`src/rtl/fet_pkg.sv`:
```
`default_nettype none

package fet_pkg;

    localparam int TABLE_BYTES = 16384;

    localparam int CMD_W   = 2;
    localparam int INDEX_W = 14;
    localparam int VALUE_W = 32;
    localparam int TYPE_W  = 2;
    localparam int OFF_W   = INDEX_W + 2;
    localparam int LANE_W  = 2;

    localparam int APB_ADDR_W = 3;
    localparam int APB_DATA_W = 32;
    localparam logic REG_FAT_TYPE = 1'b0;

    localparam logic [TYPE_W-1:0] FAT12 = 2'd0;
    localparam logic [TYPE_W-1:0] FAT16 = 2'd1;

    localparam logic [15:0] FAT12_ODD_KEEP  = 16'h000f;
    localparam logic [15:0] FAT12_EVEN_KEEP = 16'hf000;
    localparam logic [15:0] FAT12_MASK      = 16'h0fff;

    typedef enum logic [CMD_W-1:0] {
        CMD_READ  = 2'd0,
        CMD_WRITE = 2'd1,
        CMD_LOAD  = 2'd2,
        CMD_DUMP  = 2'd3
    } cmd_t;

    typedef enum logic [2:0] {
        ST_IDLE,
        ST_READ,
        ST_RWAIT,
        ST_WRITE,
        ST_DONE
    } state_t;

    typedef struct packed {
        logic              load_in;
        logic              rd_issue;
        logic              wr_en;
        logic [LANE_W-1:0] lane;
        logic              out_load;
    } ctrl_cmd_t;

    typedef struct packed {
        cmd_t              in_cmd;
        logic              in_oob;
        cmd_t              cmd;
        logic              fat12;
        logic [LANE_W-1:0] last_lane;
        logic              out_free;
    } dp_status_t;

endpackage

`default_nettype wire

```
`src/rtl/fet_ctrl.sv`:
```
`default_nettype none

module fet_ctrl (
    input  wire logic               aclk,
    input  wire logic               aresetn,
    input  wire logic               s_valid,
    output logic                    s_ready,
    input  wire fet_pkg::dp_status_t status,
    output fet_pkg::ctrl_cmd_t      ctrl
);

    fet_pkg::state_t                  state_reg, state_next;
    logic [fet_pkg::LANE_W-1:0]       cnt_reg, cnt_next;

    always_ff @(posedge aclk) begin
        if (!aresetn) begin
            state_reg <= fet_pkg::ST_IDLE;
            cnt_reg   <= '0;
        end else begin
            state_reg <= state_next;
            cnt_reg   <= cnt_next;
        end
    end

    always_comb begin
        state_next    = state_reg;
        cnt_next      = cnt_reg;
        s_ready       = 1'b0;
        ctrl.load_in  = 1'b0;
        ctrl.rd_issue = 1'b0;
        ctrl.wr_en    = 1'b0;
        ctrl.lane     = cnt_reg;
        ctrl.out_load = 1'b0;
        unique case (state_reg)
            fet_pkg::ST_IDLE: begin
                s_ready  = 1'b1;
                cnt_next = '0;
                if (s_valid) begin
                    ctrl.load_in = 1'b1;
                    if (status.in_oob) begin
                        state_next = fet_pkg::ST_DONE;
                    end else begin
                        unique case (status.in_cmd)
                            fet_pkg::CMD_READ,
                            fet_pkg::CMD_DUMP:  state_next = fet_pkg::ST_READ;
                            fet_pkg::CMD_LOAD:  state_next = fet_pkg::ST_WRITE;
                            fet_pkg::CMD_WRITE: state_next = status.fat12 ?
                                fet_pkg::ST_READ : fet_pkg::ST_WRITE;
                            default:            state_next = fet_pkg::ST_DONE;
                        endcase
                    end
                end
            end
            fet_pkg::ST_READ: begin
                ctrl.rd_issue = 1'b1;
                if (cnt_reg == status.last_lane) begin
                    cnt_next   = '0;
                    state_next = fet_pkg::ST_RWAIT;
                end else begin
                    cnt_next = cnt_reg + 1'b1;
                end
            end
            fet_pkg::ST_RWAIT: begin
                state_next = (status.cmd == fet_pkg::CMD_WRITE) ?
                    fet_pkg::ST_WRITE : fet_pkg::ST_DONE;
            end
            fet_pkg::ST_WRITE: begin
                ctrl.wr_en = 1'b1;
                if (cnt_reg == status.last_lane) begin
                    cnt_next   = '0;
                    state_next = fet_pkg::ST_DONE;
                end else begin
                    cnt_next = cnt_reg + 1'b1;
                end
            end
            fet_pkg::ST_DONE: begin
                if (status.out_free) begin
                    ctrl.out_load = 1'b1;
                    state_next    = fet_pkg::ST_IDLE;
                end
            end
            default: state_next = fet_pkg::ST_IDLE;
        endcase
    end

endmodule

`default_nettype wire

```
`config.mk`:
```
export PLATFORM = sky130hd
export DESIGN_NAME = fet_ctrl
export DESIGN_NICKNAME = d
export VERILOG_FILES = /design/src/rtl/fet_pkg.sv /design/src/rtl/fet_ctrl.sv
export SDC_FILE = /design/constraint.sdc
export NUM_CORES = 1
export LEC_CHECK = 0
export BUFFER_PORTS_ARGS = -buffer_cell sky130_fd_sc_hd__buf_2
export CAP_MARGIN = 0
export CELL_PAD_IN_SITES_DETAIL_PLACEMENT = 1
export CELL_PAD_IN_SITES_GLOBAL_PLACEMENT = 1
export CORE_AREA = 2 2 39 41
export DETAILED_ROUTE_END_ITERATION = 8
export DIE_AREA = 0 0 41 43
export PLACE_DENSITY = 0.81
export SYNTH_ARGS = -nofsm -noshare
export SYNTH_HDL_FRONTEND = slang
export SYNTH_SLANG_ARGS = --single-unit
```
`constraint.sdc`:
```
create_clock -name aclk -period 3.4 [get_ports aclk]
set_clock_uncertainty 0.15 [all_clocks]
set_input_delay 0.34 -clock aclk [delete_from_list [all_inputs] [get_ports aclk]]
set_output_delay 0.34 -clock aclk [all_outputs]
set_load 0.005 [all_outputs]
```
==> results.py, run 1 <==
metrics = {
    "pwr": {
        "comb_power_share": 0.266,
        "swShare": 0.302,
        "p_seq_frac": 0.381,
        "p_int_uw": 136,
        "switchingPower_uw": 58.8,
        "ir_worst_vdd_mv": 0.153,
        "p_clk_frac": 0.353,
        "p_leak_nw": 0.239,
        "power_density_mw_per_mm2": 372,
    },
    "die": {
        "rows": 14,
        "die_w_um": 41,
        "io_pins": 19,
        "core_mm2": 0.00138,
        "die_h_um": 43,
        "dieArea_mm2": 0.00176,
        "initial_core_util": 0.297,
    },
    "grt": {
        "overflow": 0,
        "grt_max_degree": 12,
        "antenna_found_initial": 0,
        "grt_pass1_vias": 382,
        "grt_first_pass_wirelength_mm": 1.59,
        "grtUsageTotal": 0.128,
    },
    "setup_path": {
        "r2r-end": "state_reg[1]",
        "reg2reg_setup_slack_ps": 1880,
        "start_kind": "flip-flop",
        "worstPathArrival_ps": 1230,
        "slowest_stage": "dfxtp_1",
        "r2r-start": "state_reg[0]",
        "cp_slowest_stage_delay_ps": 530,
        "required_ps": 2910,
        "worst-setup-path-type": "flip-flop to output pin",
        "endpoint_kind": "output pin",
        "worst-path-max-fanout": 9,
        "cp_cell_sequence": "nor2_1, and3_1, buf_2",
        "r2r_cells": 4,
    },
    "worst_hold_path": {
        "worst_hold_path.endpoint": "state_reg[1]",
        "hp-start": "aresetn",
        "hp-class": "primary input to flip-flop",
        "whs_path_depth": 2,
    },
    "outcome": {
        "run_status": "complete, no violations",
    },
    "sta": {
        "min_period_over_period": 0.505,
        "min_period_ps": 1720,
        "tightest_slew_ps": 364,
        "setup_tns_ps": 0,
        "timing.final.ws_setup_ps": 1680,
        "finalHoldViolCount": 0,
        "slew_violations": 0,
        "timing.fmax_ghz": 0.583,
        "setup_viol": 0,
        "slew_headroom": 0.757,
        "whs_ps": 216,
        "rsz0062_at_grt": "false",
    },
    "clock_tree": {
        "cts.clk_slew.worst_paths_ps": 50,
        "htree_levels": 1,
        "cts_setup_buffers": 0,
        "clockBufferDepth": 2,
        "cts_resized": 0,
        "hold_buffers": 0,
        "numCtsBuffers": 3,
        "cts_root_buf": "clkbuf_4",
        "clock_latency_ps": 240,
        "cts.sinks": 5,
        "tritoncts": "done",
    },
    "placement": {
        "hpwl_um": 774,
        "placed_cell_area_um2": 498,
        "io_buffers": 18,
        "place_inst": 82,
        "post-place-ws_ps": 1860,
        "gp_congestion": 0.778,
    },
    "route": {
        "drc": 0,
        "viasPerCell": 4.81,
        "via_count": 414,
        "wl_um": 970,
        "antenna_left": 0,
        "firstDrtPassIters": 2,
        "drtIter0Drc": 4,
        "post_drt_wl_per_cell_um": 11.3,
    },
    "yosys": {
        "yosys_warnings": 0,
        "synth_fp_nets": 65,
        "ys_types": 27,
        "syn_area_um2": 412,
        "yosysSeqAreaShare": 0.243,
        "synth_area_leaders": "dfxtp_1 (24%), ha_1 (6.1%), nor2b_1 (6.1%), o21ai_0 (6.1%), nor2_1 (4.6%)",
        "syn_area_per_cell_um2": 8.07,
        "synthesis.instances": 51,
        "synth_top_area_frac": 0.243,
        "synth_top_cell_by_area": "dfxtp_1",
        "synth_seq_cells": 5,
    },
    "cells_and_area": {
        "antenna_cells": 0,
        "largest_reg_flops": 3,
        "fin_nets": 85,
        "fin_cells": 86,
        "drive_above_1_share": 0.371,
        "nFillCells": 185,
        "area.growth.synth_to_final_pct": 27.4,
        "postLayoutCellArea_um2": 524,
    },
    "flow_run": {
        "drv_cap": 0,
    },
}
-- worst max path at each step --
stage | from | end | slack [ps] | cells past startpoint
3_3_place_gp | status[7] | state_reg[1] | 1900 | 6
4_1_cts | state_reg[0] | ctrl[0] | 1670 | 3
3_5_place_dp | status[7] | state_reg[1] | 1860 | 7
5_1_grt | state_reg[0] | ctrl[0] | 1620 | 3
2_1_floorplan | state_reg[2] | ctrl[5] | 2060 | 3
6_report | state_reg[0] | ctrl[0] | 1680 | 3
-- area by class of cell --
| type | count | area [µm²] | area share |
|---|---|---|---|
| clock buffer | 4 | 26.3 | 0.0501 |
| timing repair buffer | 18 | 90.1 | 0.172 |
| tap | 16 | 20.0 | 0.0382 |
| inverter | 4 | 15.0 | 0.0286 |
| sequential | 5 | 100 | 0.191 |
| multi-input combinational | 39 | 273 | 0.520 |
-- cells in the mapped netlist --
master and count:
a211oi_1 1, a211oi_2 1, a21oi_1 3, a21oi_2 1, a31o_1 1, and2_1 1
and3_1 1, buf_2 1, buf_4 1, buf_6 1, dfxtp_1 5, ha_1 2
inv_1 4, mux2_2 1, mux2i_1 1, nand2b_1 1, nand2b_4 1, nand3b_2 1
nand4b_1 1, nor2_1 5, nor2b_1 4, nor3_1 3, o21ai_0 5, o22ai_1 1
o31ai_1 1, or3_1 1, xnor2_1 2
-- layer usage --
layer  track usage  vias up  routed length (µm)
li1              -      215                   -
met1         0.180      189                 475
met2         0.184       10                 451
met3             0        0                  43
met4        0.0800        0                   0
met5             0        -                   0
-- critical path, delay by kind of cell (launching register included) --
kind                   cells  cell delay [ps]
AND/OR/NAND/NOR            2              340
flip-flops                 1              530
buffers and inverters      1              120
-- power groups by stage --
stage	Combinational, mW	Sequential (mW)	Clock, mW
after floorplan	0.0441	0.0662	0
after global placement	0.0517	0.0747	0
after detailed placement	0.0522	0.0755	0
after CTS	0.0531	0.0743	0.0717
after global routing	0.0594	0.0755	0.0735
final	0.0518	0.0743	0.0689
-- cell usage in the layout (no fill, tap or decap) --
master,count
a211oi_1,1
a211oi_2,1
a21oi_1,3
a21oi_2,1
a31o_1,1
and2_1,1
and3_1,1
buf_2,18
clkbuf_1,1
clkbuf_4,3
dfxtp_1,5
ha_1,2
inv_1,4
mux2_2,1
mux2i_1,1
nand2b_1,1
nand2b_4,1
nand3b_2,1
nand4b_1,1
nor2_1,5
nor2b_1,4
nor3_1,3
o21ai_0,5
o22ai_1,1
o31ai_1,1
or3_1,1
xnor2_1,2
-- metrics by stage --
step | total power, mW | util
global placement | 0.126 | 0.360
detailed placement | 0.128 | 0.360
global route | 0.208 | 0.379
CTS | 0.199 | 0.379
finish | 0.195 | 0.379
floorplan | 0.110 | -
-- cells by family after synthesis --
family | after synthesis | synth area share
AO/OA/AOI/OAI | 14 | 0.222
XOR/XNOR | 2 | 0.0426
adder cells (fa/ha/maj) | 2 | 0.0608
buffers and inverters | 7 | 0.0942
flip-flops | 5 | 0.243
multiplexers | 2 | 0.0517
AND/OR/NAND/NOR | 19 | 0.286
Power figures use the tool's default switching activity.
==> inputs of run 2 (changes only) <==
--- a/config.mk
+++ b/config.mk
@@ -9,10 +9,9 @@
 export CAP_MARGIN = 0
 export CELL_PAD_IN_SITES_DETAIL_PLACEMENT = 1
 export CELL_PAD_IN_SITES_GLOBAL_PLACEMENT = 1
-export CORE_AREA = 2 2 39 41
+export CORE_UTILIZATION = 30
 export DETAILED_ROUTE_END_ITERATION = 8
-export DIE_AREA = 0 0 41 43
-export PLACE_DENSITY = 0.81
+export PLACE_DENSITY = 0.79
 export SYNTH_ARGS = -nofsm -noshare
 export SYNTH_HDL_FRONTEND = slang
 export SYNTH_SLANG_ARGS = --single-unit
==> constraint.sdc (replaced) <==
create_clock -name aclk -period 1.7 [get_ports aclk]
set_clock_uncertainty 0.15 [all_clocks]
set_input_delay 0.17 -clock aclk [delete_from_list [all_inputs] [get_ports aclk]]
set_output_delay 0.17 -clock aclk [all_outputs]
set_load 0.005 [all_outputs]
==> run 2 against run 1 <==
  * Non-clock buffer count grew 1
  * Critical path depth grew 1
  * Via count grew 0.48%
  * Routed wire length grew 4.0%
  * Highest routed layer is now met4
  * Clock power grew 120%
  * Die area shrank 14%
  * Hold slack lost 200 ps
==> results.py, run 2 (synthesis gave the netlist of run 1 again) <==
metrics = {
    "pwr": {
        "p_total_uw": 406,
        "p_int_uw": 271,
        "p_leak_nw": 0.247,
        "p_clk_frac": 0.367,
        "ir_worst_vdd_mv": 0.498,
        "p_seq_frac": 0.357,
        "power_density_mw_per_mm2": 765,
        "comb_power_share": 0.275,
        "swShare": 0.332,
        "switchingPower_uw": 135,
    },
    "clock_tree": {
        "cts_root_buf": "clkbuf_4",
        "cts_setup_buffers": 0,
        "clockBufferDepth": 2,
        "cts.clk_slew.worst_paths_ps": 50,
        "tritoncts": "done",
        "numCtsBuffers": 3,
        "hold_buffers": 0,
        "htree_levels": 1,
        "clock_latency_ps": 260,
        "cts_resized": 0,
        "cts.sinks": 5,
    },
    "grt": {
        "antenna_found_initial": 0,
        "grt_first_pass_wirelength_mm": 1.45,
        "grtUsageTotal": 0.145,
        "grt_pass1_vias": 346,
        "overflow": 0,
        "grt_max_degree": 10,
    },
    "cells_and_area": {
        "largest_reg_flops": 3,
        "antenna_cells": 0,
        "fin_cells": 85,
        "final_common_cell": "buf_2",
        "final_cell_mix": "buf_2 (18), nor2_1 (5), o21ai_0 (5), dfxtp_1 (5)",
        "area.growth.synth_to_final_pct": 28.9,
        "drive_above_1_share": 0.394,
        "fin_nets": 86,
        "postLayoutCellArea_um2": 531,
    },
    "route": {
        "firstDrtPassIters": 2,
        "post_drt_wl_per_cell_um": 11.9,
        "via_count": 416,
        "drc": 0,
        "antenna_left": 0,
        "wl_mm": 1.01,
        "viasPerCell": 4.89,
        "drtIter0Drc": 3,
    },
    "die": {
        "core_mm2": 0.00119,
        "die_w_um": 39.0,
        "rows": 12,
        "die_h_um": 39.0,
        "initial_core_util": 0.347,
        "io_pins": 19,
        "dieArea_mm2": 0.00152,
    },
    "worst_hold_path": {
        "hp-class": "primary input to flip-flop",
    },
    "flow_run": {
        "drv_cap": 0,
    },
    "sta": {
        "min_period_ps": 1600,
        "setup_tns_ps": 0,
        "finalHoldViolCount": 0,
        "min_period_over_period": 0.941,
        "setup_viol": 0,
        "tightest_slew_ps": 339,
        "rsz0062_at_grt": "false",
        "whs_ps": 11.6,
        "slew_violations": 0,
        "slew_headroom": 0.774,
        "timing.fmax_ghz": 0.625,
    },
    "setup_path": {
        "endpoint_kind": "output pin",
        "worst-path-max-fanout": 7,
        "cp_cell_sequence": "buf_4, nor3_1, and2_1, buf_2",
        "cp_slowest_stage_delay_ps": 360,
        "slowest_stage": "dfxtp_1",
        "worstPathArrival_ps": 1280,
        "required_ps": 1380,
        "worst-setup-path-type": "flip-flop to output pin",
        "start_kind": "flip-flop",
    },
    "outcome": {
        "run_status": "complete, no violations",
    },
    "placement": {
        "place_inst": 81,
        "gp_congestion": 0.770,
        "hpwl_um": 830,
        "placed_cell_area_um2": 503,
        "io_buffers": 18,
    },
}
==> run 2: cell count changes in the layout (fill, tap and decap cells not counted), sizes merged <==
cell	previous run	this run
buf	18	19
clkbuf	4	3
clkinv	0	1
==> run 2: final cells by class <==
cell class	instances	area (µm²)
flip-flops and latches	5	100
repair buffers	19	97.6
multi-input cells	39	273
fillers	161	656
clock buffers	3	22.5
well taps	14	17.5
clock inverters	1	5.00
inverters	4	15.0
==> run 2: final timing paths <==
kind / startpoint / endpoint / slack, ps / cells past startpoint
setup / recovery: state_reg[1] / ctrl[5] / 100 / 4
hold reg to reg: cnt_reg[0] / cnt_reg[0] / 400 / 2
hold / removal: aresetn / state_reg[1] / 10 / 2
setup reg to reg: state_reg[0] / state_reg[1] / 200 / 4
==> run 2: per-layer routing <==
layer  wire (µm)  part of all wire  track usage
met5           0                 0            0
met4          26             0.026       0.0776
met3          64             0.063       0.0520
met2         421              0.42        0.208
met1         497              0.49        0.184
==> run 2: through the flow <==
stage,utilization,setup slack [ps]
3_3_place_gp,0.424,259
6_report,0.447,100
4_1_cts,0.447,94.0
5_1_grt,0.447,34.1
3_5_place_dp,0.424,204
2_1_floorplan,-,383
==> run 2: power groups by stage <==
stage	Sequential [mW]	Clock (mW)	Combinational [mW]
floorplan	0.132	0	0.0882
global placement	0.147	0	0.109
detailed placement	0.147	0	0.113
CTS	0.145	0.151	0.113
global route	0.147	0.155	0.122
finish	0.145	0.149	0.112
==> run 2: worst max-delay path: cells and delay by family (launching register included) <==
kind / cells / cell delay, ps
flip-flops: 1 / 360
buffers and inverters: 2 / 280
AND/OR/NAND/NOR: 2 / 380
